<file path="src/assert_macros.svh">
// Assertion macros shared by the RTL that checks itself.
`ifndef ASSERT_MACROS_SVH
`define ASSERT_MACROS_SVH

// Check a condition at every clock edge outside reset.
`define ASSERT_ALWAYS(label, cond) \
   label: assert property (@(posedge clock) disable iff (reset) (cond)) \
      else $error("assertion failed");

// Check that an antecedent implies a consequent in the same cycle.
`define ASSERT_IMPLIES(label, ante, cons) \
   label: assert property (@(posedge clock) disable iff (reset) (ante) |-> (cons)) \
      else $error("assertion failed");

`endif

</file>
<file path="src/rafb_pkg.sv">
// Types and constants of the radio API frame builder.
package rafb_pkg;

   localparam int MAX_PAYLOAD = 256;
   localparam int LEN_W       = 9;
   localparam int CNT_W       = $clog2(MAX_PAYLOAD + 2);
   localparam int CMP_W       = (CNT_W > LEN_W) ? CNT_W : LEN_W;

   // keep the queue depth a power of two so the pointers wrap on their own
   localparam int QDEPTH = 2;
   localparam int QPTR_W = $clog2(QDEPTH);
   localparam int QCNT_W = $clog2(QDEPTH + 1);

   localparam int TX_HDR_LEN    = 17;
   localparam int AT_HDR_LEN    = 7;
   localparam int STEP_W        = $clog2(TX_HDR_LEN);
   localparam int HDR_SUM_START = 3;

   localparam logic [7:0]  START_BYTE   = 8'h7E;
   localparam logic [7:0]  TYPE_TX      = 8'h10;
   localparam logic [7:0]  TYPE_AT      = 8'h08;
   localparam logic [7:0]  CSUM_BASE    = 8'hFF;
   localparam logic [15:0] LEN_BASE_TX  = 16'd14;
   localparam logic [15:0] LEN_BASE_AT  = 16'd4;

   localparam logic [63:0] DEST_RESET   = 64'h0;
   localparam logic [15:0] NET_RESET    = 16'hFFFE;
   localparam logic [7:0]  TX_ID_RESET  = 8'h44;
   localparam logic [7:0]  AT_ID_RESET  = 8'h55;

   localparam logic KIND_TX = 1'b0;
   localparam logic KIND_AT = 1'b1;

   localparam int CSR_ADDR_W = 5;

   typedef enum logic [1:0] {
      REG_DEST   = 2'd0,
      REG_NET    = 2'd1,
      REG_TX_ID  = 2'd2,
      REG_AT_ID  = 2'd3
   } reg_index_type;

   typedef struct packed {
      logic              kind;
      logic              hdr;
      logic              emit_data;
      logic              emit_sum;
      logic              mis;
      logic [LEN_W-1:0]  plen;
      logic [15:0]       at_code;
      logic [7:0]        data_byte;
   } entry_type;

   typedef struct packed {
      logic push;
      logic pop;
   } q_ctrl_type;

   typedef struct packed {
      logic empty;
      logic full;
   } q_status_type;

   typedef struct packed {
      logic [63:0] dest;
      logic [15:0] net;
      logic [7:0]  tx_id;
      logic [7:0]  at_id;
   } cfg_type;

endpackage

</file>
<file path="src/rafb_front.sv">
// Front end: accepts input words, tracks frame state and classifies the work.
module rafb_front
   import rafb_pkg::*;
(
   input  logic               clock,
   input  logic               reset,
   input  logic               req_valid,
   output logic               req_ready,
   input  logic               req_command,
   input  logic               req_first_item,
   input  logic               req_last_item,
   input  logic               req_has_data,
   input  logic [LEN_W-1:0]   req_payload_length,
   input  logic [15:0]        req_at_code,
   input  logic [7:0]         req_data_byte,
   input  q_status_type       q_status,
   output logic               push,
   output entry_type          entry
);

   logic              in_frame_ff, in_frame_in;
   logic [CNT_W-1:0]  count_ff, count_in;
   logic [LEN_W-1:0]  decl_ff, decl_in;

   logic              accept;
   logic              open;
   logic [CNT_W-1:0]  cnt_base;
   logic              room;
   logic              bump;

   always_comb begin
      accept   = req_valid && req_ready;
      open     = req_first_item || in_frame_ff;
      cnt_base = req_first_item ? '0 : count_ff;
      room     = cnt_base < CNT_W'(MAX_PAYLOAD);
      // count one overflow byte so the checksum flags the mismatch
      bump     = open && req_has_data && (cnt_base <= CNT_W'(MAX_PAYLOAD));
      count_in = bump ? cnt_base + 1'b1 : cnt_base;
      decl_in  = req_first_item ? req_payload_length : decl_ff;
      in_frame_in = open && !req_last_item;

      entry.kind      = req_command;
      entry.hdr       = req_first_item;
      entry.emit_data = open && req_has_data && room;
      entry.emit_sum  = open && req_last_item;
      entry.mis       = CMP_W'(count_in) != CMP_W'(decl_in);
      entry.plen      = req_payload_length;
      entry.at_code   = req_at_code;
      entry.data_byte = req_data_byte;

      push = accept && (entry.hdr || entry.emit_data || entry.emit_sum);
   end

   assign req_ready = !q_status.full;

   always_ff @(posedge clock) begin
      if (reset) begin
         in_frame_ff <= 1'b0;
         count_ff    <= '0;
         decl_ff     <= '0;
      end else if (accept) begin
         in_frame_ff <= in_frame_in;
         count_ff    <= count_in;
         decl_ff     <= decl_in;
      end
   end

endmodule

</file>
<file path="src/rafb_queue.sv">
// Short queue of classified words between the front and back ends.
module rafb_queue
   import rafb_pkg::*;
(
   input  logic          clock,
   input  logic          reset,
   input  q_ctrl_type    ctrl,
   input  entry_type     wr_entry,
   output entry_type     rd_entry,
   output q_status_type  status
);

   entry_type          mem_ff [QDEPTH];
   logic [QPTR_W-1:0]  wr_ptr_ff, rd_ptr_ff;
   logic [QCNT_W-1:0]  count_ff;

   assign rd_entry     = mem_ff[rd_ptr_ff];
   assign status.empty = count_ff == '0;
   assign status.full  = count_ff == QCNT_W'(QDEPTH);

   always_ff @(posedge clock) begin
      if (ctrl.push) begin
         mem_ff[wr_ptr_ff] <= wr_entry;
      end
   end

   always_ff @(posedge clock) begin
      if (reset) begin
         wr_ptr_ff <= '0;
         rd_ptr_ff <= '0;
         count_ff  <= '0;
      end else begin
         if (ctrl.push) begin
            wr_ptr_ff <= wr_ptr_ff + 1'b1;
         end
         if (ctrl.pop) begin
            rd_ptr_ff <= rd_ptr_ff + 1'b1;
         end
         case ({ctrl.push, ctrl.pop})
            2'b10:   count_ff <= count_ff + 1'b1;
            2'b01:   count_ff <= count_ff - 1'b1;
            default: count_ff <= count_ff;
         endcase
      end
   end

endmodule

</file>
<file path="src/rafb_back.sv">
// Back end: sequences header, data and checksum bytes into the output register.
module rafb_back
   import rafb_pkg::*;
(
   input  logic          clock,
   input  logic          reset,
   input  cfg_type       cfg,
   input  q_status_type  q_status,
   input  entry_type     q_entry,
   output logic          pop,
   output logic          rsp_valid,
   input  logic          rsp_ready,
   output logic [7:0]    rsp_out_byte,
   output logic          rsp_frame_last,
   output logic          rsp_length_mismatch
);

   typedef enum logic [3:0] {
      PH_IDLE = 4'b0001,
      PH_HDR  = 4'b0010,
      PH_DATA = 4'b0100,
      PH_SUM  = 4'b1000
   } phase_type;

   phase_type          phase_ff, phase_in;
   logic [STEP_W-1:0]  step_ff, step_in;
   logic [7:0]         sum_ff, sum_in;
   entry_type          cur_ff;

   logic               out_valid_ff, out_valid_in;
   logic [7:0]         out_byte_ff, out_byte_in;
   logic               out_last_ff, out_last_in;
   logic               out_mis_ff, out_mis_in;

   logic [7:0]         tx_hdr [TX_HDR_LEN];
   logic [7:0]         at_hdr [AT_HDR_LEN];
   logic [15:0]        len;
   logic [STEP_W-1:0]  hdr_last;
   logic [7:0]         hdr_byte;
   logic               advance, emit, done, load;
   phase_type          next_phase;

   function automatic phase_type first_phase(input entry_type e);
      phase_type p;
      if (e.hdr) begin
         p = PH_HDR;
      end else if (e.emit_data) begin
         p = PH_DATA;
      end else begin
         p = PH_SUM;
      end
      return p;
   endfunction

   always_comb begin
      len = {{(16 - LEN_W){1'b0}}, cur_ff.plen}
            + ((cur_ff.kind == KIND_AT) ? LEN_BASE_AT : LEN_BASE_TX);

      tx_hdr[0]  = START_BYTE;
      tx_hdr[1]  = len[15:8];
      tx_hdr[2]  = len[7:0];
      tx_hdr[3]  = TYPE_TX;
      tx_hdr[4]  = cfg.tx_id;
      for (int i = 0; i < 8; i++) begin
         tx_hdr[5 + i] = cfg.dest[63 - 8 * i -: 8];
      end
      tx_hdr[13] = cfg.net[15:8];
      tx_hdr[14] = cfg.net[7:0];
      tx_hdr[15] = 8'h00;
      tx_hdr[16] = 8'h00;

      at_hdr[0]  = START_BYTE;
      at_hdr[1]  = len[15:8];
      at_hdr[2]  = len[7:0];
      at_hdr[3]  = TYPE_AT;
      at_hdr[4]  = cfg.at_id;
      at_hdr[5]  = cur_ff.at_code[15:8];
      at_hdr[6]  = cur_ff.at_code[7:0];

      if (cur_ff.kind == KIND_AT) begin
         hdr_last = STEP_W'(AT_HDR_LEN - 1);
         hdr_byte = at_hdr[step_ff[2:0]];
      end else begin
         hdr_last = STEP_W'(TX_HDR_LEN - 1);
         hdr_byte = tx_hdr[step_ff];
      end
   end

   always_comb begin
      advance    = !out_valid_ff || rsp_ready;
      emit       = advance && (phase_ff != PH_IDLE);
      done       = 1'b0;
      next_phase = phase_ff;
      step_in    = step_ff;
      sum_in     = sum_ff;
      out_byte_in = out_byte_ff;
      out_last_in = 1'b0;
      out_mis_in  = 1'b0;

      case (phase_ff)
         PH_HDR: begin
            out_byte_in = hdr_byte;
            if (step_ff == '0) begin
               sum_in = '0;
            end else if (step_ff >= STEP_W'(HDR_SUM_START)) begin
               sum_in = sum_ff + hdr_byte;
            end
            if (step_ff == hdr_last) begin
               step_in = '0;
               if (cur_ff.emit_data) begin
                  next_phase = PH_DATA;
               end else if (cur_ff.emit_sum) begin
                  next_phase = PH_SUM;
               end else begin
                  done = 1'b1;
               end
            end else begin
               step_in = step_ff + 1'b1;
            end
         end
         PH_DATA: begin
            out_byte_in = cur_ff.data_byte;
            sum_in      = sum_ff + cur_ff.data_byte;
            if (cur_ff.emit_sum) begin
               next_phase = PH_SUM;
            end else begin
               done = 1'b1;
            end
         end
         PH_SUM: begin
            out_byte_in = CSUM_BASE - sum_ff;
            out_last_in = 1'b1;
            out_mis_in  = cur_ff.mis;
            done        = 1'b1;
         end
         default: begin
            out_byte_in = out_byte_ff;
         end
      endcase

      load = !q_status.empty && ((phase_ff == PH_IDLE) || (emit && done));
      pop  = load;

      if (load) begin
         phase_in = first_phase(q_entry);
      end else if (emit && done) begin
         phase_in = PH_IDLE;
      end else if (emit) begin
         phase_in = next_phase;
      end else begin
         phase_in = phase_ff;
      end

      if (emit) begin
         out_valid_in = 1'b1;
      end else if (rsp_ready) begin
         out_valid_in = 1'b0;
      end else begin
         out_valid_in = out_valid_ff;
      end
   end

   always_ff @(posedge clock) begin
      if (reset) begin
         phase_ff     <= PH_IDLE;
         step_ff      <= '0;
         sum_ff       <= '0;
         out_valid_ff <= 1'b0;
      end else begin
         phase_ff     <= phase_in;
         out_valid_ff <= out_valid_in;
         if (emit) begin
            step_ff <= step_in;
            sum_ff  <= sum_in;
         end
      end
   end

   always_ff @(posedge clock) begin
      if (load) begin
         cur_ff <= q_entry;
      end
      if (emit) begin
         out_byte_ff <= out_byte_in;
         out_last_ff <= out_last_in;
         out_mis_ff  <= out_mis_in;
      end
   end

   assign rsp_valid           = out_valid_ff;
   assign rsp_out_byte        = out_byte_ff;
   assign rsp_frame_last      = out_last_ff;
   assign rsp_length_mismatch = out_mis_ff;

endmodule

</file>
<file path="src/radio_api_frame_builder.sv">
// Top level of the radio API frame builder: registers, front, queue and back.
// Usage:
//  - req_ channel: one word per payload byte, with first_item/last_item framing.
//    A first word starts a frame (command picks transmit request or AT command,
//    payload_length and at_code are read there); a last word closes it.
//  - rsp_ channel: one frame byte per word; frame_last marks the checksum byte,
//    length_mismatch flags it when the data count differs from the declared one.
//  - csr_ port: 64-bit APB-style registers at byte offsets 0 (destination),
//    8 (network address), 16 (transmit frame id), 24 (AT frame id). Write only
//    while idle. pready is tied high.
// Timing: while rsp_ready holds, the back end emits one byte per cycle from the
//  output register and plain data words sustain one per cycle; header words set
//  the pace. A word yields 1 to 19 bytes (17 header bytes, data, checksum); its
//  first byte passes the queue, the current-word register, then the output register.
// Stall: a two-word queue decouples input from output, so input words are
//  still taken while a byte waits on rsp_ready; when the queue fills req_ready
//  drops. A stalled byte holds in the output register.
// Reset: synchronous; clears frame state, empties the queue and restores the
//  register defaults.
`include "assert_macros.svh"

module radio_api_frame_builder
   import rafb_pkg::*;
(
   input  logic                   clock,
   input  logic                   reset,
   input  logic                   req_valid,
   output logic                   req_ready,
   input  logic                   req_command,
   input  logic                   req_first_item,
   input  logic                   req_last_item,
   input  logic                   req_has_data,
   input  logic [LEN_W-1:0]       req_payload_length,
   input  logic [15:0]            req_at_code,
   input  logic [7:0]             req_data_byte,
   output logic                   rsp_valid,
   input  logic                   rsp_ready,
   output logic [7:0]             rsp_out_byte,
   output logic                   rsp_frame_last,
   output logic                   rsp_length_mismatch,
   input  logic                   csr_psel,
   input  logic                   csr_penable,
   input  logic                   csr_pwrite,
   input  logic [CSR_ADDR_W-1:0]  csr_paddr,
   input  logic [63:0]            csr_pwdata,
   output logic [63:0]            csr_prdata,
   output logic                   csr_pready
);

   // Configuration registers; the back end reads them live, so the user must write
   // them only while no frame is in flight; the block itself does not enforce it.
   cfg_type        cfg_ff;
   reg_index_type  csr_idx;
   logic           csr_wr;

   q_ctrl_type     q_ctrl;
   q_status_type   q_status;
   entry_type      wr_entry;
   entry_type      rd_entry;

   assign csr_pready = 1'b1;
   assign csr_idx    = reg_index_type'(csr_paddr[4:3]);
   assign csr_wr     = csr_psel && csr_penable && csr_pwrite && csr_pready;

   always_ff @(posedge clock) begin
      if (reset) begin
         cfg_ff.dest  <= DEST_RESET;
         cfg_ff.net   <= NET_RESET;
         cfg_ff.tx_id <= TX_ID_RESET;
         cfg_ff.at_id <= AT_ID_RESET;
      end else if (csr_wr) begin
         case (csr_idx)
            REG_DEST:  cfg_ff.dest  <= csr_pwdata;
            REG_NET:   cfg_ff.net   <= csr_pwdata[15:0];
            REG_TX_ID: cfg_ff.tx_id <= csr_pwdata[7:0];
            REG_AT_ID: cfg_ff.at_id <= csr_pwdata[7:0];
            default:   cfg_ff       <= cfg_ff;
         endcase
      end
   end

   // Read back: zero-extend the narrow registers.
   always_comb begin
      case (csr_idx)
         REG_DEST:  csr_prdata = cfg_ff.dest;
         REG_NET:   csr_prdata = {48'h0, cfg_ff.net};
         REG_TX_ID: csr_prdata = {56'h0, cfg_ff.tx_id};
         REG_AT_ID: csr_prdata = {56'h0, cfg_ff.at_id};
         default:   csr_prdata = '0;
      endcase
   end

   // Front: take words, drop those outside a frame, classify the rest.
   rafb_front u_front (
      .clock              (clock),
      .reset              (reset),
      .req_valid          (req_valid),
      .req_ready          (req_ready),
      .req_command        (req_command),
      .req_first_item     (req_first_item),
      .req_last_item      (req_last_item),
      .req_has_data       (req_has_data),
      .req_payload_length (req_payload_length),
      .req_at_code        (req_at_code),
      .req_data_byte      (req_data_byte),
      .q_status           (q_status),
      .push               (q_ctrl.push),
      .entry              (wr_entry)
   );

   // Queue: absorb header bursts so input keeps flowing.
   rafb_queue u_queue (
      .clock    (clock),
      .reset    (reset),
      .ctrl     (q_ctrl),
      .wr_entry (wr_entry),
      .rd_entry (rd_entry),
      .status   (q_status)
   );

   // Back: advance one byte per cycle whenever the output register frees up.
   rafb_back u_back (
      .clock               (clock),
      .reset               (reset),
      .cfg                 (cfg_ff),
      .q_status            (q_status),
      .q_entry             (rd_entry),
      .pop                 (q_ctrl.pop),
      .rsp_valid           (rsp_valid),
      .rsp_ready           (rsp_ready),
      .rsp_out_byte        (rsp_out_byte),
      .rsp_frame_last      (rsp_frame_last),
      .rsp_length_mismatch (rsp_length_mismatch)
   );

   `ASSERT_IMPLIES(a_mis_on_last, rsp_valid && rsp_length_mismatch, rsp_frame_last)
   `ASSERT_ALWAYS(a_queue_sane, !(q_status.full && q_status.empty))
   `ASSERT_IMPLIES(a_push_on_accept, q_ctrl.push, req_valid && req_ready)
   `ASSERT_IMPLIES(a_pop_not_empty, q_ctrl.pop, !q_status.empty)

endmodule
</file>
<file path="config.mk">
export PLATFORM = sky130hd
export DESIGN_NAME = radio_api_frame_builder
export DESIGN_NICKNAME = d
export VERILOG_FILES = /design/src/rafb_pkg.sv /design/src/rafb_front.sv /design/src/rafb_queue.sv /design/src/rafb_back.sv /design/src/radio_api_frame_builder.sv
export VERILOG_INCLUDE_DIRS = /design/src /design/src/src
export SDC_FILE = /design/constraint.sdc
export NUM_CORES = 1
export LEC_CHECK = 0
export BUFFER_PORTS_ARGS = -buffer_cell sky130_fd_sc_hd__buf_4
export CAP_MARGIN = 10
export CORE_ASPECT_RATIO = 2
export CORE_MARGIN = 2
export CORE_UTILIZATION = 55
export DETAILED_ROUTE_END_ITERATION = 10
export PLACE_DENSITY = 0.82
export SLEW_MARGIN = 40
export SYNTH_ARGS = -nofsm -noshare
export SYNTH_HDL_FRONTEND = slang
export SYNTH_SLANG_ARGS = --single-unit
</file>
<file path="constraint.sdc">
create_clock -name clock -period 5.6 [get_ports clock]
set_input_delay 0.28 -clock clock [delete_from_list [all_inputs] [get_ports clock]]
set_output_delay 0.28 -clock clock [all_outputs]
set_load 0.005 [all_outputs]
</file>
==> run_summary.xml, run 1 <==
<?xml version="1.0" encoding="UTF-8"?>
<metrics>
  <group name="sta">
    <metric name="min_period_over_period" unit="">0.729</metric>
    <metric name="max_slew_margin" unit="">0.469</metric>
    <metric name="tns" unit="ps">0</metric>
    <metric name="post-route-min-period" unit="ps">4080</metric>
    <metric name="skew" unit="ps">16.9</metric>
    <metric name="worst-slew-pin-transition" unit="ps">796</metric>
    <metric name="setup-violations-final" unit="">0</metric>
    <metric name="timing_max_transition_violations_final" unit="">0</metric>
    <metric name="fmaxAchievable" unit="MHz">245</metric>
    <metric name="holdWs" unit="ps">16.4</metric>
    <metric name="final-hold-violation-count" unit="">0</metric>
    <metric name="rsz0062_at_grt" unit="">false</metric>
  </group>
  <group name="route">
    <metric name="drc" unit="">0</metric>
    <metric name="drt-initial-drc-count" unit="">809</metric>
    <metric name="detailedRoute.firstPassIterationCount" unit="">5</metric>
    <metric name="detailed_route_vias_per_instance" unit="">5.96</metric>
    <metric name="vias" unit="">10405</metric>
    <metric name="totalWireLength" unit="um">35100</metric>
    <metric name="drt-wirelength-per-cell" unit="um">20.1</metric>
    <metric name="route.antenna.remaining_nets" unit="">0</metric>
  </group>
  <group name="finish">
    <metric name="final_core_utilization" unit="">0.694</metric>
    <metric name="fin_nets" unit="">1587</metric>
    <metric name="syn_to_final_growth" unit="%">24.0</metric>
    <metric name="post_route_cells_drive_above_1_share" unit="">0.220</metric>
  </group>
  <group name="global_routing">
    <metric name="first_global_vias" unit="">10512</metric>
    <metric name="globalRouteTotalUtil" unit="">0.285</metric>
    <metric name="grt_overflow" unit="">0</metric>
    <metric name="groute.layer.met2.usage" unit="">0.544</metric>
    <metric name="grt_pass1_wl" unit="um">55000</metric>
    <metric name="gr-usage-met3" unit="">0.0305</metric>
    <metric name="grtUsageMet1" unit="">0.280</metric>
    <metric name="grt_antenna_before_repair" unit="">1</metric>
    <metric name="global_route.peak_usage_layer" unit="">met2</metric>
    <metric name="grt_start_max_net_pins" unit="">73</metric>
  </group>
  <group name="synthesis">
    <metric name="synth_cell_type_count" unit="">70</metric>
    <metric name="synthesis.instances" unit="">1227</metric>
    <metric name="synth-seq-area-share" unit="">0.510</metric>
    <metric name="synthArstFlopShare" unit="">0</metric>
    <metric name="synthesis.yosys.warnings" unit="">0</metric>
    <metric name="mappedNetlistNets" unit="">1364</metric>
    <metric name="synth_area" unit="um^2">12700</metric>
    <metric name="synth-edff-count" unit="">123</metric>
    <metric name="syn_avg_cell_area" unit="um^2">10.3</metric>
    <metric name="dominantRegCellSynth" unit="">sky130_fd_sc_hd__dfxtp_1</metric>
    <metric name="synth.ff_latch_count" unit="">261</metric>
  </group>
  <group name="power">
    <metric name="power.total" unit="W">0.00507</metric>
    <metric name="p_leak" unit="nW">5.90</metric>
    <metric name="power_density" unit="nW/um^2">323</metric>
    <metric name="peakVddDrop" unit="V">0.000367</metric>
  </group>
  <group name="floorplan">
    <metric name="rows" unit="">78</metric>
    <metric name="core_area" unit="um^2">22600</metric>
    <metric name="die_h" unit="um">219</metric>
    <metric name="io-pin-count" unit="">190</metric>
    <metric name="initial_core_util" unit="">0.559</metric>
    <metric name="dieWidth" unit="um">111</metric>
    <metric name="die-area" unit="um^2">24300</metric>
  </group>
  <group name="clocking">
    <metric name="hold_buf_count_cts" unit="">80</metric>
    <metric name="clock_sinks" unit="">261</metric>
    <metric name="h-tree-depth" unit="">1</metric>
    <metric name="clockBufferDepth" unit="">3</metric>
    <metric name="postCtsSetupBuffers" unit="">0</metric>
    <metric name="post_cts_resize_count" unit="">0</metric>
    <metric name="tritoncts_clock_tree" unit="">built</metric>
    <metric name="cts_buffers" unit="">22</metric>
    <metric name="clock_latency" unit="ps">530</metric>
    <metric name="clock_tree.root_cell" unit="">sky130_fd_sc_hd__clkbuf_16</metric>
    <metric name="worst_setup_hold_path_clk_slew" unit="ps">60</metric>
  </group>
  <group name="critical_path">
    <metric name="timing.critical_path.arrival" unit="ps">4460</metric>
    <metric name="start_kind" unit="">flop</metric>
    <metric name="cp-end-kind" unit="">flop</metric>
    <metric name="crit_required" unit="ps">5970</metric>
    <metric name="critical_path_peak_fanout" unit="">27</metric>
    <metric name="worstSetupPathType" unit="">flop to flop</metric>
  </group>
  <group name="placed_design">
    <metric name="gp_congestion" unit="">0.955</metric>
    <metric name="dp_hpwl" unit="um">24700</metric>
    <metric name="port_buffers" unit="">185</metric>
  </group>
  <group name="min_path">
    <metric name="hold_path_class" unit="">input pin to flop</metric>
  </group>
  <group name="run">
    <metric name="cap_violations" unit="">0</metric>
  </group>
  <group name="outcome">
    <metric name="status" unit="">finished clean</metric>
  </group>
</metrics>
-- flip-flops by register name (all words and copies together), names as in the netlist, 2 cells and up, named ones only --
register and count:
cfg_ff 96, u_queue.mem_ff 76, u_back.cur_ff 21, u_back.at_hdr 16, u_front.count_ff 9, u_front.decl_ff 9, u_back.rsp_out_byte 8, u_back.sum_ff 8
u_back.step_ff 5, u_back.phase_ff 4, u_queue.count_ff 2
-- worst paths after layout --
check	start	to	slack (ps)	depth (start not counted)
max	u_back.step_ff[1]$_SDFFE_PP0P_	u_back.sum_ff[5]$_SDFFE_PP0P_	1520	15
min	csr_pwdata[5]	cfg_ff[21]$_SDFFE_PP1P_	20	2
max reg2reg	u_back.step_ff[1]$_SDFFE_PP0P_	u_back.sum_ff[5]$_SDFFE_PP0P_	1520	15
min reg2reg	u_front.decl_ff[1]$_SDFFE_PP0P_	u_front.decl_ff[1]$_SDFFE_PP0P_	460	2
-- final cells by class --
class | instances | area [um^2]
fill | 1615 | 6940
clock buffer | 28 | 616
clock inverter | 11 | 61.3
inverter | 30 | 113
sequential | 261 | 6460
timing repair buffer | 279 | 2320
multi-input combinational | 856 | 5780
tap | 280 | 350
antenna | 1 | 2.50
-- metal layers --
layer,up-vias,wire [um]
li1,4846,-
met1,4949,11500
met2,454,19000
met3,156,1690
met4,0,2940
met5,-,0
-- kinds of logic after synthesis --
kind of cell	Yosys count	synth area share
simple gates	423	0.160
xor+xnor	35	0.0242
other cells	1	0.000296
compound gates	271	0.136
mux	102	0.109
fa+ha+maj	24	0.0249
buf+inv	110	0.0366
flops	261	0.510
-- stage by stage --
stage | instances | cell area, um^2 | setup slack [ps]
finish | 1746 | 15700 | 1520
global route | 1746 | 15700 | 1120
CTS | 1745 | 15700 | 1540
detailed placement | 1626 | 14200 | 1560
global placement | 1624 | 14200 | 1590
floorplan | 1227 | 12700 | 2120
-- synth_stat cells, types with 10 or more instances --
cell / number / area share
sky130_fd_sc_hd__o21ai_0: 46 / 0.018
sky130_fd_sc_hd__nand2_1: 179 / 0.053
sky130_fd_sc_hd__mux2_2: 43 / 0.038
sky130_fd_sc_hd__xnor2_1: 17 / 0.012
sky130_fd_sc_hd__nor2b_1: 30 / 0.015
sky130_fd_sc_hd__dfxtp_1: 138 / 0.22
sky130_fd_sc_hd__nor3_1: 14 / 0.0055
sky130_fd_sc_hd__a211o_1: 22 / 0.015
sky130_fd_sc_hd__a21oi_1: 113 / 0.045
sky130_fd_sc_hd__clkbuf_1: 57 / 0.017
sky130_fd_sc_hd__xor2_1: 18 / 0.012
sky130_fd_sc_hd__mux4_2: 24 / 0.043
sky130_fd_sc_hd__ha_1: 22 / 0.022
sky130_fd_sc_hd__buf_2: 10 / 0.0040
sky130_fd_sc_hd__nand2b_1: 13 / 0.0064
sky130_fd_sc_hd__and2_1: 53 / 0.026
sky130_fd_sc_hd__inv_1: 27 / 0.0080
sky130_fd_sc_hd__edfxtp_1: 123 / 0.29
sky130_fd_sc_hd__nor2_1: 85 / 0.025
sky130_fd_sc_hd__mux2i_1: 35 / 0.028
-- worst max-delay path, cell delays in order, from the launching register on --
cell and delay (ps):
sky130_fd_sc_hd__dfxtp_2 690, sky130_fd_sc_hd__buf_4 440, sky130_fd_sc_hd__mux2_2 390, sky130_fd_sc_hd__a221o_1 290, sky130_fd_sc_hd__o21ai_0 70, sky130_fd_sc_hd__o32ai_1 110
sky130_fd_sc_hd__nor2_1 430, sky130_fd_sc_hd__inv_1 100, sky130_fd_sc_hd__ha_1 290, sky130_fd_sc_hd__a21oi_1 190, sky130_fd_sc_hd__o21ai_0 100, sky130_fd_sc_hd__o211ai_1 140
sky130_fd_sc_hd__nor2b_1 210, sky130_fd_sc_hd__xnor2_1 80, sky130_fd_sc_hd__a221oi_1 330, sky130_fd_sc_hd__nor3_1 80
-- where the power goes --
part           internal (W)  leakage [nW]  switching, W
logic              0.000498          3.32      0.000639
clock network      0.000780         0.330      0.000687
registers           0.00231          2.25      0.000153
-- layout by cell type (no fill, tap or decap), types with 6 or more instances in the layout --
cell type	synthesis	final
sky130_fd_sc_hd__a211o_1	22	22
sky130_fd_sc_hd__a211oi_1	8	8
sky130_fd_sc_hd__a21o_1	7	7
sky130_fd_sc_hd__a21oi_1	113	112
sky130_fd_sc_hd__a221o_1	9	9
sky130_fd_sc_hd__a221oi_1	6	6
sky130_fd_sc_hd__a22oi_1	6	6
sky130_fd_sc_hd__and2_1	53	53
sky130_fd_sc_hd__buf_4	6	197
sky130_fd_sc_hd__clkbuf_16	0	23
sky130_fd_sc_hd__dfxtp_1	138	135
sky130_fd_sc_hd__dlygate4sd3_1	0	80
sky130_fd_sc_hd__edfxtp_1	123	123
sky130_fd_sc_hd__ha_1	22	22
sky130_fd_sc_hd__inv_1	27	28
sky130_fd_sc_hd__mux2_2	43	43
sky130_fd_sc_hd__mux2i_1	35	35
sky130_fd_sc_hd__mux4_2	24	24
sky130_fd_sc_hd__nand2_1	179	178
sky130_fd_sc_hd__nand2b_1	13	13
sky130_fd_sc_hd__nand4_1	7	7
sky130_fd_sc_hd__nor2_1	85	82
sky130_fd_sc_hd__nor2b_1	30	30
sky130_fd_sc_hd__nor3_1	14	13
sky130_fd_sc_hd__nor4_1	8	8
sky130_fd_sc_hd__o211ai_1	6	6
sky130_fd_sc_hd__o21ai_0	46	46
sky130_fd_sc_hd__o21ai_1	6	6
sky130_fd_sc_hd__o22ai_1	6	6
sky130_fd_sc_hd__xnor2_1	17	17
sky130_fd_sc_hd__xor2_1	18	18
Note: power is estimated with default switching activity, not from simulation.
==> inputs of run 2 (changes only) <==
- ABC_AREA: unset -> 1
- CORE_UTILIZATION: 55 -> 52
- clock period: 5.6 -> 3.37 ns (I/O delays scaled with it)
==> run_summary.xml, run 2 <==
<?xml version="1.0" encoding="UTF-8"?>
<metrics>
  <group name="outcome">
    <metric name="status" unit="">finished clean</metric>
  </group>
  <group name="synthesis">
    <metric name="synth_cell_type_count" unit="">52</metric>
    <metric name="synth.top_cell.area_share" unit="">0.296</metric>
    <metric name="yosys.area.top_type" unit="">sky130_fd_sc_hd__edfxtp_1</metric>
    <metric name="synth-seq-area-share" unit="">0.518</metric>
    <metric name="mappedNetlistNets" unit="">1600</metric>
    <metric name="synthesis.yosys.warnings" unit="">0</metric>
    <metric name="ranking_of_synthesized_cells_by_area" unit="">sky130_fd_sc_hd__edfxtp_1 (30%), sky130_fd_sc_hd__dfxtp_1 (22%), sky130_fd_sc_hd__nand2_1 (7.4%), sky130_fd_sc_hd__o21ai_0 (6.9%), sky130_fd_sc_hd__nor2_1 (5.0%)</metric>
    <metric name="synth-edff-count" unit="">123</metric>
    <metric name="synthArstFlopShare" unit="">0</metric>
    <metric name="synthesis.instances" unit="">1463</metric>
    <metric name="syn_avg_cell_area" unit="um^2">8.52</metric>
    <metric name="synth_area" unit="um^2">12500</metric>
    <metric name="synth.ff_latch_count" unit="">261</metric>
    <metric name="post-synth-top-count-cell" unit="">sky130_fd_sc_hd__nand2_1</metric>
    <metric name="dominantRegCellSynth" unit="">sky130_fd_sc_hd__dfxtp_1</metric>
    <metric name="ys_top_cells_by_count" unit="">sky130_fd_sc_hd__nand2_1 (246), sky130_fd_sc_hd__o21ai_0 (172), sky130_fd_sc_hd__nor2_1 (166), sky130_fd_sc_hd__inv_1 (152), sky130_fd_sc_hd__dfxtp_1 (138)</metric>
  </group>
  <group name="placed_design">
    <metric name="preCtsSetupSlack" unit="ps">-15.4</metric>
    <metric name="placed_cell_area" unit="um^2">14300</metric>
    <metric name="gp_congestion" unit="">0.992</metric>
    <metric name="dp_hpwl" unit="um">26900</metric>
    <metric name="dp.cells" unit="">1904</metric>
    <metric name="port_buffers" unit="">185</metric>
  </group>
  <group name="sta">
    <metric name="post-route-min-period" unit="ps">3240</metric>
    <metric name="min_period_over_period" unit="">0.961</metric>
    <metric name="worst-slew-pin-transition" unit="ps">798</metric>
    <metric name="final-hold-violation-count" unit="">0</metric>
    <metric name="tns" unit="ps">0</metric>
    <metric name="fmaxAchievable" unit="MHz">309</metric>
    <metric name="layout_setup_ws" unit="ps">131</metric>
    <metric name="setup-violations-final" unit="">0</metric>
    <metric name="rsz0062_at_grt" unit="">true</metric>
    <metric name="max_slew_margin" unit="">0.468</metric>
    <metric name="skew" unit="ps">8.09</metric>
    <metric name="timing_max_transition_violations_final" unit="">0</metric>
  </group>
  <group name="critical_path">
    <metric name="cp_top_family" unit="">simple AND/OR/NAND/NOR gates</metric>
    <metric name="timing.critical_path.arrival" unit="ps">3720</metric>
    <metric name="cp-end-kind" unit="">flop</metric>
    <metric name="crit_required" unit="ps">3850</metric>
    <metric name="crit_cells" unit="">27</metric>
    <metric name="slowest_stage" unit="">sky130_fd_sc_hd__edfxtp_1</metric>
    <metric name="timing.critical_path.slowest_cell_delay" unit="ps">410</metric>
    <metric name="worstSetupPathType" unit="">flop to flop</metric>
    <metric name="critical_path_peak_fanout" unit="">3</metric>
    <metric name="timing.critical_path.mode_cell" unit="">sky130_fd_sc_hd__nand2_1</metric>
    <metric name="critPathBufInv" unit="">4</metric>
    <metric name="reg2reg_depth" unit="">27</metric>
    <metric name="start_kind" unit="">flop</metric>
  </group>
  <group name="route">
    <metric name="detailed_route_vias_per_instance" unit="">5.59</metric>
    <metric name="detailedRoute.firstPassIterationCount" unit="">5</metric>
    <metric name="totalWireLength" unit="um">37800</metric>
    <metric name="drt-wirelength-per-cell" unit="um">18.4</metric>
    <metric name="route.antenna.remaining_nets" unit="">0</metric>
    <metric name="drt-initial-drc-count" unit="">791</metric>
    <metric name="drc" unit="">0</metric>
    <metric name="vias" unit="">11476</metric>
  </group>
  <group name="floorplan">
    <metric name="dieWidth" unit="um">114</metric>
    <metric name="die_h" unit="um">223</metric>
    <metric name="initial_core_util" unit="">0.526</metric>
    <metric name="core_area" unit="um^2">23700</metric>
    <metric name="io-pin-count" unit="">190</metric>
    <metric name="die-area" unit="um^2">25300</metric>
    <metric name="rows" unit="">80</metric>
  </group>
  <group name="clocking">
    <metric name="clock_tree.root_cell" unit="">sky130_fd_sc_hd__clkbuf_16</metric>
    <metric name="worst_setup_hold_path_clk_slew" unit="ps">70</metric>
    <metric name="clock_sinks" unit="">261</metric>
    <metric name="h-tree-depth" unit="">1</metric>
    <metric name="tritoncts_clock_tree" unit="">built</metric>
    <metric name="clock_latency" unit="ps">530</metric>
    <metric name="clockBufferDepth" unit="">3</metric>
    <metric name="cts_buffers" unit="">24</metric>
  </group>
  <group name="min_path">
    <metric name="hold_path_depth" unit="">4</metric>
    <metric name="hold_path_class" unit="">input pin to flop</metric>
  </group>
  <group name="finish">
    <metric name="top_register" unit="">cfg_ff</metric>
    <metric name="mostFrequentLayoutCell" unit="">sky130_fd_sc_hd__nand2_1</metric>
    <metric name="number_of_flip_flops_in_the_largest_register" unit="">96</metric>
    <metric name="fin_nets" unit="">1886</metric>
    <metric name="antennaDiodeCount" unit="">0</metric>
    <metric name="post_layout_nonfiller_instances" unit="">2054</metric>
    <metric name="largest_registers_ranked_by_flip_flop_count" unit="">cfg_ff x96, u_queue.mem_ff x76, u_back.cur_ff x21</metric>
    <metric name="layout.cell_area.non_filler" unit="um^2">16200</metric>
    <metric name="syn_to_final_growth" unit="%">29.9</metric>
    <metric name="most-common-layout-cells" unit="">sky130_fd_sc_hd__nand2_1 (241), sky130_fd_sc_hd__buf_4 (229), sky130_fd_sc_hd__o21ai_0 (167), sky130_fd_sc_hd__nor2_1 (162), sky130_fd_sc_hd__inv_1 (148)</metric>
    <metric name="post_route_cells_drive_above_1_share" unit="">0.204</metric>
  </group>
  <group name="global_routing">
    <metric name="first_global_vias" unit="">11344</metric>
    <metric name="globalRouteTotalUtil" unit="">0.290</metric>
    <metric name="grt_overflow" unit="">0</metric>
    <metric name="grt_antenna_before_repair" unit="">0</metric>
    <metric name="grt_pass1_wl" unit="um">57300</metric>
    <metric name="grt_start_max_net_pins" unit="">119</metric>
  </group>
  <group name="power">
    <metric name="power_density" unit="nW/um^2">590</metric>
    <metric name="p_leak" unit="nW">6.76</metric>
    <metric name="peakVddDrop" unit="V">0.000671</metric>
    <metric name="power.total" unit="W">0.00956</metric>
  </group>
  <group name="run">
    <metric name="cap_violations" unit="">0</metric>
  </group>
</metrics>
[run 2: changes by cell type after synthesis, sizes merged, moves of 24 or more]
| cell | previous run | this run |
|---|---|---|
| inv | 29 | 159 |
| o21ai | 53 | 175 |
| nor2 | 86 | 167 |
| nand2 | 179 | 252 |
| and2 | 56 | 0 |
| nand3 | 6 | 61 |
| mux2i | 35 | 1 |
| nor2b | 30 | 0 |
| mux4 | 24 | 0 |
[run 2: through the flow]
stage | util | hold slack (ps)
after CTS | 0.677 | 168
after floorplan | - | 267
after global placement | 0.602 | 355
after global routing | 0.683 | 162
final | 0.683 | 173
after detailed placement | 0.602 | 357
[run 2: final timing paths]
path / slack [ps] / endpoint / startpoint
worst max-delay path: 130 / u_back.sum_ff[6]$_SDFFE_PP0P_ / u_back.cur_ff[37]$_DFFE_PP_
worst min-delay path: 170 / u_back.rsp_valid$_SDFFE_PP0P_ / rsp_ready
worst max register to register: 130 / u_back.sum_ff[6]$_SDFFE_PP0P_ / u_back.cur_ff[37]$_DFFE_PP_
worst min register to register: 460 / flop / u_queue.rd_ptr_ff$_SDFFE_PP0P_
[run 2: timing repair]
item,in CTS,in global routing
hold buffers,101,0
gates resized for setup,4,28
pin swaps,1,20
setup endpoints to repair,1,3
endpoints found under the hold margin,179,0
buffers inserted,0,5
[run 2: cell families (layout without fill, tap and decap cells)]
family | after synthesis | after routing | synth area share
compound gates | 372 | 372 | 0.166
fa+ha+maj | 24 | 24 | 0.0253
simple gates | 513 | 513 | 0.170
flops | 261 | 261 | 0.518
mux | 37 | 37 | 0.0333
buf+inv | 235 | 539 | 0.0730
other cells | 1 | 1 | 0.000301
xor+xnor | 20 | 20 | 0.0146
[run 2: area by class of cell]
type,count,area (um^2)
Tap cell,287,359
Inverter,162,611
Timing Repair Buffer,333,2780
Clock inverter,12,97.6
Multi-Input combinational cell,967,5220
Clock buffer,32,672
Fill cell,1865,7520
Sequential cell,261,6460
[run 2: worst min-delay path, cell delays in order]
cell and delay (ps):
sky130_fd_sc_hd__buf_4 70, sky130_fd_sc_hd__nor2_1 110, sky130_fd_sc_hd__o21ai_0 200, sky130_fd_sc_hd__inv_1 80
[run 2: report_power, final]
group          total [W]  internal, W  switching (W)  leakage [nW]
sequential       0.00424      0.00395       0.000288          2.26
combinational    0.00263      0.00108        0.00155          4.13
clock            0.00269      0.00149        0.00120         0.370
[run 2: per-layer routing]
layer | GRT usage | wire (um)
met4 | 0.238 | 3380
met2 | 0.541 | 20300
met5 | 0 | 0
met3 | 0.0334 | 1560
met1 | 0.276 | 12600
